## src/sv/spq_pkg.sv

```systemverilog
// ----------------------------------------------------------------------------
// spq_pkg
// Shared types and defaults for the sorted priority queue: actions, result
// status codes, sequencer states and the response flag group.
// ----------------------------------------------------------------------------
`timescale 1ns / 1ps
`default_nettype none

package spq_pkg;

  localparam int unsigned DEPTH_DEF    = 16;
  localparam int unsigned KEY_BITS_DEF = 16;
  localparam int unsigned TAG_BITS_DEF = 16;

  typedef enum logic [2:0] {
    ACT_OFFER   = 3'd0,
    ACT_POLL    = 3'd1,
    ACT_READ    = 3'd2,
    ACT_REM_TAG = 3'd3,
    ACT_REM_AT  = 3'd4
  } action_e;

  typedef enum logic [1:0] {
    ST_OK   = 2'd0,
    ST_MISS = 2'd1,
    ST_FULL = 2'd2
  } status_e;

  typedef enum logic [2:0] {
    S_IDLE,
    S_WALK,
    S_FIN,
    S_HEAD,
    S_HEADW
  } state_e;

  typedef struct packed {
    logic    done;
    logic    busy;
    status_e status;
  } rsp_t;

endpackage

`default_nettype wire

```

## src/sv/spq_ram.sv

```systemverilog
// ----------------------------------------------------------------------------
// spq_ram
// Generic simple dual-port RAM: one write port, one read port with the read
// data registered.
// ----------------------------------------------------------------------------
`timescale 1ns / 1ps
`default_nettype none

module spq_ram #(
  parameter int unsigned WIDTH = 32,
  parameter int unsigned DEPTH = 16
) (
  input  wire logic                     clk_i,
  input  wire logic                     we_i,
  input  wire logic [$clog2(DEPTH)-1:0] waddr_i,
  input  wire logic [WIDTH-1:0]         wdata_i,
  input  wire logic                     re_i,
  input  wire logic [$clog2(DEPTH)-1:0] raddr_i,
  output logic      [WIDTH-1:0]         rdata_o
);

  logic [WIDTH-1:0] mem_q [DEPTH];
  logic [WIDTH-1:0] rdata_q;

  always_ff @(posedge clk_i) begin
    if (we_i) begin
      mem_q[waddr_i] <= wdata_i;
    end
    if (re_i) begin
      rdata_q <= mem_q[raddr_i];
    end
  end

  assign rdata_o = rdata_q;

endmodule

`default_nettype wire

```

## src/sv/spq_ctrl.sv

```systemverilog
// ----------------------------------------------------------------------------
// spq_ctrl
// Sequencer for the queue store: walks the RAM one entry per cycle, shifting
// entries up or down or compacting them, then reads the head for the result.
// ----------------------------------------------------------------------------
`timescale 1ns / 1ps
`default_nettype none

module spq_ctrl #(
  parameter int unsigned DEPTH    = spq_pkg::DEPTH_DEF,
  parameter int unsigned KEY_BITS = spq_pkg::KEY_BITS_DEF,
  parameter int unsigned TAG_BITS = spq_pkg::TAG_BITS_DEF,
  localparam int unsigned AW = $clog2(DEPTH),
  localparam int unsigned CW = $clog2(DEPTH + 1),
  localparam int unsigned DW = KEY_BITS + TAG_BITS
) (
  input  wire logic                clk_i,
  input  wire logic                rst_ni,
  input  wire logic                start_i,
  input  wire logic [2:0]          action_i,
  input  wire logic [KEY_BITS-1:0] entry_key_i,
  input  wire logic [TAG_BITS-1:0] entry_tag_i,
  input  wire logic [AW-1:0]       position_index_i,
  input  wire logic                order_descending_i,
  output spq_pkg::rsp_t            rsp_o,
  output logic      [KEY_BITS-1:0] out_key_o,
  output logic      [TAG_BITS-1:0] out_tag_o,
  output logic      [AW-1:0]       placed_position_o,
  output logic      [CW-1:0]       removed_count_o,
  output logic      [CW-1:0]       entry_count_o,
  output logic      [KEY_BITS-1:0] head_key_o,
  output logic      [TAG_BITS-1:0] head_tag_o,
  output logic                     ram_we_o,
  output logic      [AW-1:0]       ram_waddr_o,
  output logic      [DW-1:0]       ram_wdata_o,
  output logic                     ram_re_o,
  output logic      [AW-1:0]       ram_raddr_o,
  input  wire logic [DW-1:0]       ram_rdata_i
);

  spq_pkg::state_e  state_q, state_d;
  spq_pkg::action_e op_q, op_d;
  spq_pkg::status_e status_q, status_d;

  logic [KEY_BITS-1:0] key_q, key_d;
  logic [TAG_BITS-1:0] tag_q, tag_d;
  logic [AW-1:0]       pos_q, pos_d;
  logic [CW-1:0]       cnt_q, cnt_d;
  logic [CW-1:0]       left_q, left_d;
  logic [AW-1:0]       ptr_q, ptr_d;
  logic                rvld_q, rvld_d;
  logic [AW-1:0]       raddr_q, raddr_d;
  logic [CW-1:0]       wptr_q, wptr_d;
  logic [CW-1:0]       removed_q, removed_d;
  logic [AW-1:0]       placed_q, placed_d;
  logic                hit_q, hit_d;
  logic [DW-1:0]       carry_q, carry_d;
  logic [KEY_BITS-1:0] okey_q, okey_d;
  logic [TAG_BITS-1:0] otag_q, otag_d;

  logic                walk_go;
  logic                walk_end;
  logic                outranks;
  logic                rsp_done;
  logic [AW-1:0]       pos_in;
  logic [KEY_BITS-1:0] rkey;
  logic [TAG_BITS-1:0] rtag;

  assign rkey     = ram_rdata_i[DW-1:TAG_BITS];
  assign rtag     = ram_rdata_i[TAG_BITS-1:0];
  assign outranks = order_descending_i ? (key_q > rkey) : (key_q < rkey);
  assign walk_end = !rvld_q && (left_q == '0);
  assign pos_in   = (spq_pkg::action_e'(action_i) == spq_pkg::ACT_POLL) ? '0 : position_index_i;

  always_comb begin
    state_d = state_q;
    case (state_q)
      spq_pkg::S_IDLE: begin
        if (start_i) begin
          state_d = walk_go ? spq_pkg::S_WALK : spq_pkg::S_HEAD;
        end
      end
      spq_pkg::S_WALK: begin
        if (walk_end) begin
          state_d = spq_pkg::S_FIN;
        end
      end
      spq_pkg::S_FIN:   state_d = spq_pkg::S_HEAD;
      spq_pkg::S_HEAD:  state_d = spq_pkg::S_HEADW;
      spq_pkg::S_HEADW: state_d = spq_pkg::S_IDLE;
      default:          state_d = spq_pkg::S_IDLE;
    endcase
  end

  always_comb begin
    op_d        = op_q;
    status_d    = status_q;
    key_d       = key_q;
    tag_d       = tag_q;
    pos_d       = pos_q;
    cnt_d       = cnt_q;
    left_d      = left_q;
    ptr_d       = ptr_q;
    wptr_d      = wptr_q;
    removed_d   = removed_q;
    placed_d    = placed_q;
    hit_d       = hit_q;
    carry_d     = carry_q;
    okey_d      = okey_q;
    otag_d      = otag_q;
    walk_go     = 1'b0;
    ram_we_o    = 1'b0;
    ram_waddr_o = placed_q;
    ram_wdata_o = {key_q, tag_q};
    ram_re_o    = 1'b0;
    ram_raddr_o = ptr_q;
    rsp_done    = 1'b0;

    case (state_q)
      spq_pkg::S_IDLE: begin
        if (start_i) begin
          op_d      = spq_pkg::action_e'(action_i);
          key_d     = entry_key_i;
          tag_d     = entry_tag_i;
          pos_d     = pos_in;
          status_d  = spq_pkg::ST_OK;
          okey_d    = '0;
          otag_d    = '0;
          placed_d  = '0;
          removed_d = '0;
          wptr_d    = '0;
          hit_d     = 1'b0;
          case (spq_pkg::action_e'(action_i))
            spq_pkg::ACT_OFFER: begin
              if (cnt_q == CW'(DEPTH)) begin
                status_d = spq_pkg::ST_FULL;
              end else if (cnt_q == '0) begin
                ram_we_o    = 1'b1;
                ram_waddr_o = '0;
                ram_wdata_o = {entry_key_i, entry_tag_i};
                cnt_d       = cnt_q + CW'(1);
              end else begin
                walk_go  = 1'b1;
                ptr_d    = '0;
                left_d   = cnt_q;
                placed_d = AW'(cnt_q);
              end
            end
            spq_pkg::ACT_POLL, spq_pkg::ACT_REM_AT, spq_pkg::ACT_READ: begin
              if (CW'(pos_in) >= cnt_q) begin
                status_d = spq_pkg::ST_MISS;
              end else begin
                walk_go = 1'b1;
                ptr_d   = pos_in;
                left_d  = (spq_pkg::action_e'(action_i) == spq_pkg::ACT_READ) ?
                          CW'(1) : cnt_q - CW'(pos_in);
              end
            end
            spq_pkg::ACT_REM_TAG: begin
              if (cnt_q == '0) begin
                status_d = spq_pkg::ST_MISS;
              end else begin
                walk_go = 1'b1;
                ptr_d   = '0;
                left_d  = cnt_q;
              end
            end
            default: status_d = spq_pkg::ST_MISS;
          endcase
        end
      end

      spq_pkg::S_WALK: begin
        if (left_q != '0) begin
          ram_re_o = 1'b1;
          left_d   = left_q - CW'(1);
          ptr_d    = ptr_q + AW'(1);
        end
        if (rvld_q) begin
          case (op_q)
            spq_pkg::ACT_OFFER: begin
              if (hit_q) begin
                ram_we_o    = 1'b1;
                ram_waddr_o = raddr_q;
                ram_wdata_o = carry_q;
                carry_d     = ram_rdata_i;
              end else if (outranks) begin
                ram_we_o    = 1'b1;
                ram_waddr_o = raddr_q;
                ram_wdata_o = {key_q, tag_q};
                carry_d     = ram_rdata_i;
                hit_d       = 1'b1;
                placed_d    = raddr_q;
              end
            end
            spq_pkg::ACT_POLL, spq_pkg::ACT_REM_AT: begin
              if (raddr_q == pos_q) begin
                okey_d = rkey;
                otag_d = rtag;
              end else begin
                ram_we_o    = 1'b1;
                ram_waddr_o = raddr_q - AW'(1);
                ram_wdata_o = ram_rdata_i;
              end
            end
            spq_pkg::ACT_READ: begin
              okey_d = rkey;
              otag_d = rtag;
            end
            spq_pkg::ACT_REM_TAG: begin
              if (rtag == tag_q) begin
                removed_d = removed_q + CW'(1);
              end else begin
                ram_we_o    = 1'b1;
                ram_waddr_o = wptr_q[AW-1:0];
                ram_wdata_o = ram_rdata_i;
                wptr_d      = wptr_q + CW'(1);
              end
            end
            default: ;
          endcase
        end
      end

      spq_pkg::S_FIN: begin
        case (op_q)
          spq_pkg::ACT_OFFER: begin
            ram_we_o    = 1'b1;
            ram_waddr_o = AW'(cnt_q);
            ram_wdata_o = hit_q ? carry_q : {key_q, tag_q};
            cnt_d       = cnt_q + CW'(1);
          end
          spq_pkg::ACT_POLL, spq_pkg::ACT_REM_AT: begin
            cnt_d = cnt_q - CW'(1);
          end
          spq_pkg::ACT_REM_TAG: begin
            cnt_d = wptr_q;
            if (removed_q == '0) begin
              status_d = spq_pkg::ST_MISS;
            end
          end
          default: ;
        endcase
      end

      spq_pkg::S_HEAD: begin
        ram_re_o    = 1'b1;
        ram_raddr_o = '0;
      end

      spq_pkg::S_HEADW: begin
        rsp_done = 1'b1;
      end

      default: ;
    endcase
  end

  assign rvld_d  = ram_re_o;
  assign raddr_d = ram_raddr_o;

  always_ff @(posedge clk_i or negedge rst_ni) begin
    if (!rst_ni) begin
      state_q <= spq_pkg::S_IDLE;
      cnt_q   <= '0;
      left_q  <= '0;
      rvld_q  <= 1'b0;
    end else begin
      state_q <= state_d;
      cnt_q   <= cnt_d;
      left_q  <= left_d;
      rvld_q  <= rvld_d;
    end
  end

  always_ff @(posedge clk_i) begin
    op_q      <= op_d;
    status_q  <= status_d;
    key_q     <= key_d;
    tag_q     <= tag_d;
    pos_q     <= pos_d;
    ptr_q     <= ptr_d;
    raddr_q   <= raddr_d;
    wptr_q    <= wptr_d;
    removed_q <= removed_d;
    placed_q  <= placed_d;
    hit_q     <= hit_d;
    carry_q   <= carry_d;
    okey_q    <= okey_d;
    otag_q    <= otag_d;
  end

  assign rsp_o.done        = rsp_done;
  assign rsp_o.busy        = (state_q != spq_pkg::S_IDLE);
  assign rsp_o.status      = status_q;
  assign out_key_o         = okey_q;
  assign out_tag_o         = otag_q;
  assign placed_position_o = placed_q;
  assign removed_count_o   = removed_q;
  assign entry_count_o     = cnt_q;
  assign head_key_o        = (cnt_q != '0) ? rkey : '0;
  assign head_tag_o        = (cnt_q != '0) ? rtag : '0;

endmodule

`default_nettype wire

```

## src/sv/sorted_priority_queue.sv

```systemverilog
// ----------------------------------------------------------------------------
// sorted_priority_queue
// Priority queue of up to DEPTH key/tag entries held in service order in one
// RAM: offer, poll, read at, remove by tag and remove at, with head and count
// reported on every result.
//
//   channel   signals                                      transfer
//   command   start, busy, action_i, entry_key_i,          start & !busy
//             entry_tag_i, position_index_i
//   result    done_o, status_o, out_key_o, out_tag_o,      done_o (one cycle)
//             placed_position_o, removed_count_o,
//             entry_count_o, head_key_o, head_tag_o
//   config    cfg_valid_i, cfg_ready_o, cfg_data_i         valid & ready
//
// A command that fails its check, or an offer into an empty queue, skips
// the walk; otherwise the sequencer walks the single RAM read port one entry
// per cycle. Every command then reads the head entry.
// The result shows in an output register, so the next command is taken in
// the cycle that result is presented. The receiver cannot stall.
// Reset empties the queue at once; RAM contents are not cleared.
// ----------------------------------------------------------------------------
`timescale 1ns / 1ps
`default_nettype none

module sorted_priority_queue #(
  parameter int unsigned DEPTH    = spq_pkg::DEPTH_DEF,
  parameter int unsigned KEY_BITS = spq_pkg::KEY_BITS_DEF,
  parameter int unsigned TAG_BITS = spq_pkg::TAG_BITS_DEF,
  localparam int unsigned AW = $clog2(DEPTH),
  localparam int unsigned CW = $clog2(DEPTH + 1),
  localparam int unsigned DW = KEY_BITS + TAG_BITS
) (
  input  wire logic                clk_i,
  input  wire logic                rst_ni,
  input  wire logic                start,
  output logic                     busy,
  input  wire logic [2:0]          action_i,
  input  wire logic [KEY_BITS-1:0] entry_key_i,
  input  wire logic [TAG_BITS-1:0] entry_tag_i,
  input  wire logic [AW-1:0]       position_index_i,
  output logic                     done_o,
  output logic      [1:0]          status_o,
  output logic      [KEY_BITS-1:0] out_key_o,
  output logic      [TAG_BITS-1:0] out_tag_o,
  output logic      [AW-1:0]       placed_position_o,
  output logic      [CW-1:0]       removed_count_o,
  output logic      [CW-1:0]       entry_count_o,
  output logic      [KEY_BITS-1:0] head_key_o,
  output logic      [TAG_BITS-1:0] head_tag_o,
  input  wire logic                cfg_valid_i,
  output logic                     cfg_ready_o,
  input  wire logic                cfg_data_i
);

  spq_pkg::rsp_t rsp;

  logic                order_q;
  logic                ram_we;
  logic [AW-1:0]       ram_waddr;
  logic [DW-1:0]       ram_wdata;
  logic                ram_re;
  logic [AW-1:0]       ram_raddr;
  logic [DW-1:0]       ram_rdata;

  logic [KEY_BITS-1:0] c_out_key;
  logic [TAG_BITS-1:0] c_out_tag;
  logic [AW-1:0]       c_placed;
  logic [CW-1:0]       c_removed;
  logic [CW-1:0]       c_count;
  logic [KEY_BITS-1:0] c_head_key;
  logic [TAG_BITS-1:0] c_head_tag;

  logic                done_q;
  spq_pkg::status_e    status_q;
  logic [KEY_BITS-1:0] out_key_q;
  logic [TAG_BITS-1:0] out_tag_q;
  logic [AW-1:0]       placed_q;
  logic [CW-1:0]       removed_q;
  logic [CW-1:0]       count_q;
  logic [KEY_BITS-1:0] head_key_q;
  logic [TAG_BITS-1:0] head_tag_q;

  assign cfg_ready_o = 1'b1;

  always_ff @(posedge clk_i or negedge rst_ni) begin
    if (!rst_ni) begin
      order_q <= 1'b0;
      done_q  <= 1'b0;
    end else begin
      if (cfg_valid_i && cfg_ready_o) begin
        order_q <= cfg_data_i;
      end
      done_q <= rsp.done;
    end
  end

  always_ff @(posedge clk_i) begin
    if (rsp.done) begin
      status_q   <= rsp.status;
      out_key_q  <= c_out_key;
      out_tag_q  <= c_out_tag;
      placed_q   <= c_placed;
      removed_q  <= c_removed;
      count_q    <= c_count;
      head_key_q <= c_head_key;
      head_tag_q <= c_head_tag;
    end
  end

  spq_ram #(
    .WIDTH (DW),
    .DEPTH (DEPTH)
  ) u_ram (
    .clk_i   (clk_i),
    .we_i    (ram_we),
    .waddr_i (ram_waddr),
    .wdata_i (ram_wdata),
    .re_i    (ram_re),
    .raddr_i (ram_raddr),
    .rdata_o (ram_rdata)
  );

  spq_ctrl #(
    .DEPTH    (DEPTH),
    .KEY_BITS (KEY_BITS),
    .TAG_BITS (TAG_BITS)
  ) u_ctrl (
    .clk_i              (clk_i),
    .rst_ni             (rst_ni),
    .start_i            (start),
    .action_i           (action_i),
    .entry_key_i        (entry_key_i),
    .entry_tag_i        (entry_tag_i),
    .position_index_i   (position_index_i),
    .order_descending_i (order_q),
    .rsp_o              (rsp),
    .out_key_o          (c_out_key),
    .out_tag_o          (c_out_tag),
    .placed_position_o  (c_placed),
    .removed_count_o    (c_removed),
    .entry_count_o      (c_count),
    .head_key_o         (c_head_key),
    .head_tag_o         (c_head_tag),
    .ram_we_o           (ram_we),
    .ram_waddr_o        (ram_waddr),
    .ram_wdata_o        (ram_wdata),
    .ram_re_o           (ram_re),
    .ram_raddr_o        (ram_raddr),
    .ram_rdata_i        (ram_rdata)
  );

  assign busy              = rsp.busy;
  assign done_o            = done_q;
  assign status_o          = status_q;
  assign out_key_o         = out_key_q;
  assign out_tag_o         = out_tag_q;
  assign placed_position_o = placed_q;
  assign removed_count_o   = removed_q;
  assign entry_count_o     = count_q;
  assign head_key_o        = head_key_q;
  assign head_tag_o        = head_tag_q;

endmodule

`default_nettype wire
```

## config.mk

```make
export PLATFORM = sky130hd
export DESIGN_NAME = sorted_priority_queue
export DESIGN_NICKNAME = d
export VERILOG_FILES = /design/src/sv/spq_pkg.sv /design/src/sv/spq_ram.sv /design/src/sv/spq_ctrl.sv /design/src/sv/sorted_priority_queue.sv
export SDC_FILE = /design/constraint.sdc
export NUM_CORES = 1
export LEC_CHECK = 0
export BUFFER_PORTS_ARGS = -buffer_cell sky130_fd_sc_hd__buf_2
export CAP_MARGIN = 40
export CORE_MARGIN = 2
export CORE_UTILIZATION = 30
export DETAILED_ROUTE_END_ITERATION = 10
export MAX_ROUTING_LAYER = met4
export PLACE_DENSITY = 0.42
export SLEW_MARGIN = 20
export SYNTH_ARGS = -nofsm -noshare
export SYNTH_HDL_FRONTEND = slang
export SYNTH_SLANG_ARGS = --single-unit
```

## constraint.sdc

```tcl
create_clock -name clk_i -period 21.3 [get_ports clk_i]
set_clock_uncertainty 0.05 [all_clocks]
set_input_delay 2.13 -clock clk_i [delete_from_list [all_inputs] [get_ports clk_i]]
set_output_delay 2.13 -clock clk_i [all_outputs]
set_load 0.03 [all_outputs]
```

==> reports/metrics.yaml <==
yosys:
  yosys_most_used_dff: "edfxtp_1"
  yosysTopAreaCellShare_pct: 67.9
  yosys.area.top_type: "edfxtp_1"
  synth.avg_cell_area_um2: 13.8
  async_flop_share_pct: 2.08
  syn-instance-count: 2389
  synth_area_um2: 33100
  netlist_top_cells_area: "edfxtp_1, mux2_2, a21oi_1"
  syn-num-nets: 2463
  synth-edff-count: 748
  synth-seq-area-share_pct: 69.4
  yosysWarnings: 0
  ys_ff_latch: 768
  synth_cell_type_count: 72
timing:
  slew_headroom_pct: 44.5
  setup_tns_ns: 0
  holdWs_ns: 0.368
  fmax_ghz: 0.188
  setup_viol: 0
  period_needed_ns: 5.31
  rsz0062_at_grt: "false"
  finalMaxSlewViolations: 0
  tightest_slew_ns: 0.830
  period_share_pct: 24.9
  hold_viol: 0
  timing.final.ws_setup_ns: 15.99
floorplan:
  core_um2: 109000
  ios: 127
  rows: 121
  start_util_pct: 30.3
  die_area_um2: 113000
  die_w_um: 336
  die_y_um: 336
status:
  status: "finished, final reports clean"
power:
  p_sw_mw: 2.42
  power_frac_clock_pct: 23.9
  vdd_drop_max_v: 0.0000994
  p_leak_nw: 13.0
  p_int_mw: 3.80
  swShare_pct: 38.9
  seqPwrFrac_pct: 38.9
  total_power_mw: 6.23
  p_per_area_nw_per_um2: 162
  comb_power_share_pct: 37.2
final_layout:
  area_growth_syn_to_layout_pct: 16.2
  drive_gt1_share_pct: 18.8
  final_common_cell: "edfxtp_1"
  top_register: "u_ram.mem_q"
  finalInstanceArea_um2: 38400
  final_core_util_pct: 35.2
  ff_latch_area_um2: 22900
  n_antenna_cell: 0
  nets: 2583
  fill_cells: 10500
  largest_register_ffs: 512
  final_cell_mix: "edfxtp_1, a21oi_1, nand2_1"
  instances_no_fill: 3994
  multi_input_area_um2: 9540
grt:
  grt_pass1_wl_mm: 136
  antenna_found_initial: 1
  gr-usage-all-layers_pct: 16.6
  grt-ovfl-total: 0
  grt_pass1_vias: 20600
  grt_max_degree: 123
placed_design:
  place.gp.congestion: 0.831
  dp_hpwl_mm: 58.4
  placement.setup.worst_slack_ns: 15.47
  dpl.cell_count: 3833
  portBuffers: 125
  post_dp_cell_area_um2: 35600
setup_path:
  path_max_fanout: 32
  cp-start-kind: "primary input"
  end_kind: "flip-flop"
  r2r_setup_slack_ns: 16.50
  critical_path_class: "primary input to flip-flop"
  crit_end: "u_ram.mem_q[0][9]"
  critPathArrivalTime_ns: 5.52
  r2r_end: "u_ram.mem_q[1][9]"
  cp_data_required_time_ns: 21.51
  r2r-start: "u_ram.rdata_o[31]"
  crit_start: "action_i[0]"
  reg2reg_depth: 12
detailed_routing:
  via_per_inst: 5.12
  drt-initial-drc-count: 1471
  routedWlPerCell_um: 23.1
  vias: 20400
  finalWirelength_mm: 92.3
  detailedRoute.firstPassIterationCount: 8
  route.detailed.drc: 0
  ant_nets: 0
flow_run:
  maxCapViolations: 0
cts:
  ctsHtreeMaxLevel: 3
  cts_hold_buf: 0
  cts_tree: "built"
  clock-sinks: 768
  cts_buffer_depth: 3
  clkSlewWorstSetupHoldPaths_ns: 0.06
  cts_made_buffers: 86
  clk_latency_ns: 0.64
  ctsResizeCount: 0
  cts_setup_buffers: 0
  clockRootBuffer: "clkbuf_16"
min_path:
  min_from: "u_ctrl.out_tag_o[1]"
  hp-class: "flip-flop to flip-flop"
[final cells by class]
| cell class | count | share of cell area (%) |
|---|---|---|
| Sequential cell | 768 | 59.7 |
| Multi-Input combinational cell | 1425 | 24.8 |
| Clock buffer | 109 | 5.96 |
| Tap cell | 1414 | 4.61 |
| Timing Repair Buffer | 185 | 3.06 |
| Clock inverter | 50 | 1.38 |
| Inverter | 43 | 0.420 |
[layer usage]
| layer | track usage, % | part of all wire, % |
|---|---|---|
| met1 | 22.7 | 47 |
| met2 | 26.0 | 46 |
| met3 | 2.52 | 5.0 |
| met4 | 4.32 | 2.0 |
| met5 | - | 0 |
[worst min-delay path by stage]
stage / cells past startpoint / endpoint
floorplan: 0 / out_key_o[0]
global placement: 0 / out_key_o[12]
detailed placement: 0 / out_tag_o[1]
CTS: 0 / out_key_o[14]
global route: 0 / out_key_o[9]
finish: 0 / out_tag_o[1]
[critical path, cell delays in order]
cell and delay, ns:
buf_2 0.21, nor3_1 0.59, a31oi_1 0.27, a221oi_1 0.26
o21ai_1 0.21, a2111oi_0 0.49, a311oi_1 0.18, or2_1 0.42
nor3_2 0.22, buf_4 0.51
[cell families after synthesis]
group / share of synthesized area (%)
adder cells (fa/ha/maj): 1.19
AND/OR/NAND/NOR: 7.39
other: 0.0113
XOR/XNOR: 0.980
AO/OA/AOI/OAI: 11.2
multiplexers: 7.61
flip-flops: 69.4
buffers and inverters: 2.26
[Yosys cell counts (16+ instances only)]
cell / instances
o221ai_1: 34
xor2_1: 29
inv_1: 43
nor3_1: 20
nor2b_1: 53
a221oi_1: 42
buf_1: 16
and2_1: 24
mux2_2: 131
o31ai_1: 34
clkbuf_1: 129
nand3_1: 49
edfxtp_1: 748
a31oi_1: 63
dfrtp_1: 16
mux2i_1: 104
a21oi_1: 214
nor2_1: 116
o21ai_0: 160
nand2_1: 194
ha_1: 29
[power by group through the flow]
stage / logic (mW) / clock network, mW / registers (mW)
2_1_floorplan: 1.39 / 0 / 2.41
3_3_place_gp: 2.26 / 0 / 2.45
3_5_place_dp: 2.32 / 0 / 2.45
4_1_cts: 2.33 / 1.53 / 2.42
5_1_grt: 2.54 / 1.59 / 2.45
6_report: 2.32 / 1.49 / 2.42
No activity file was read; power rests on OpenSTA's default activity.
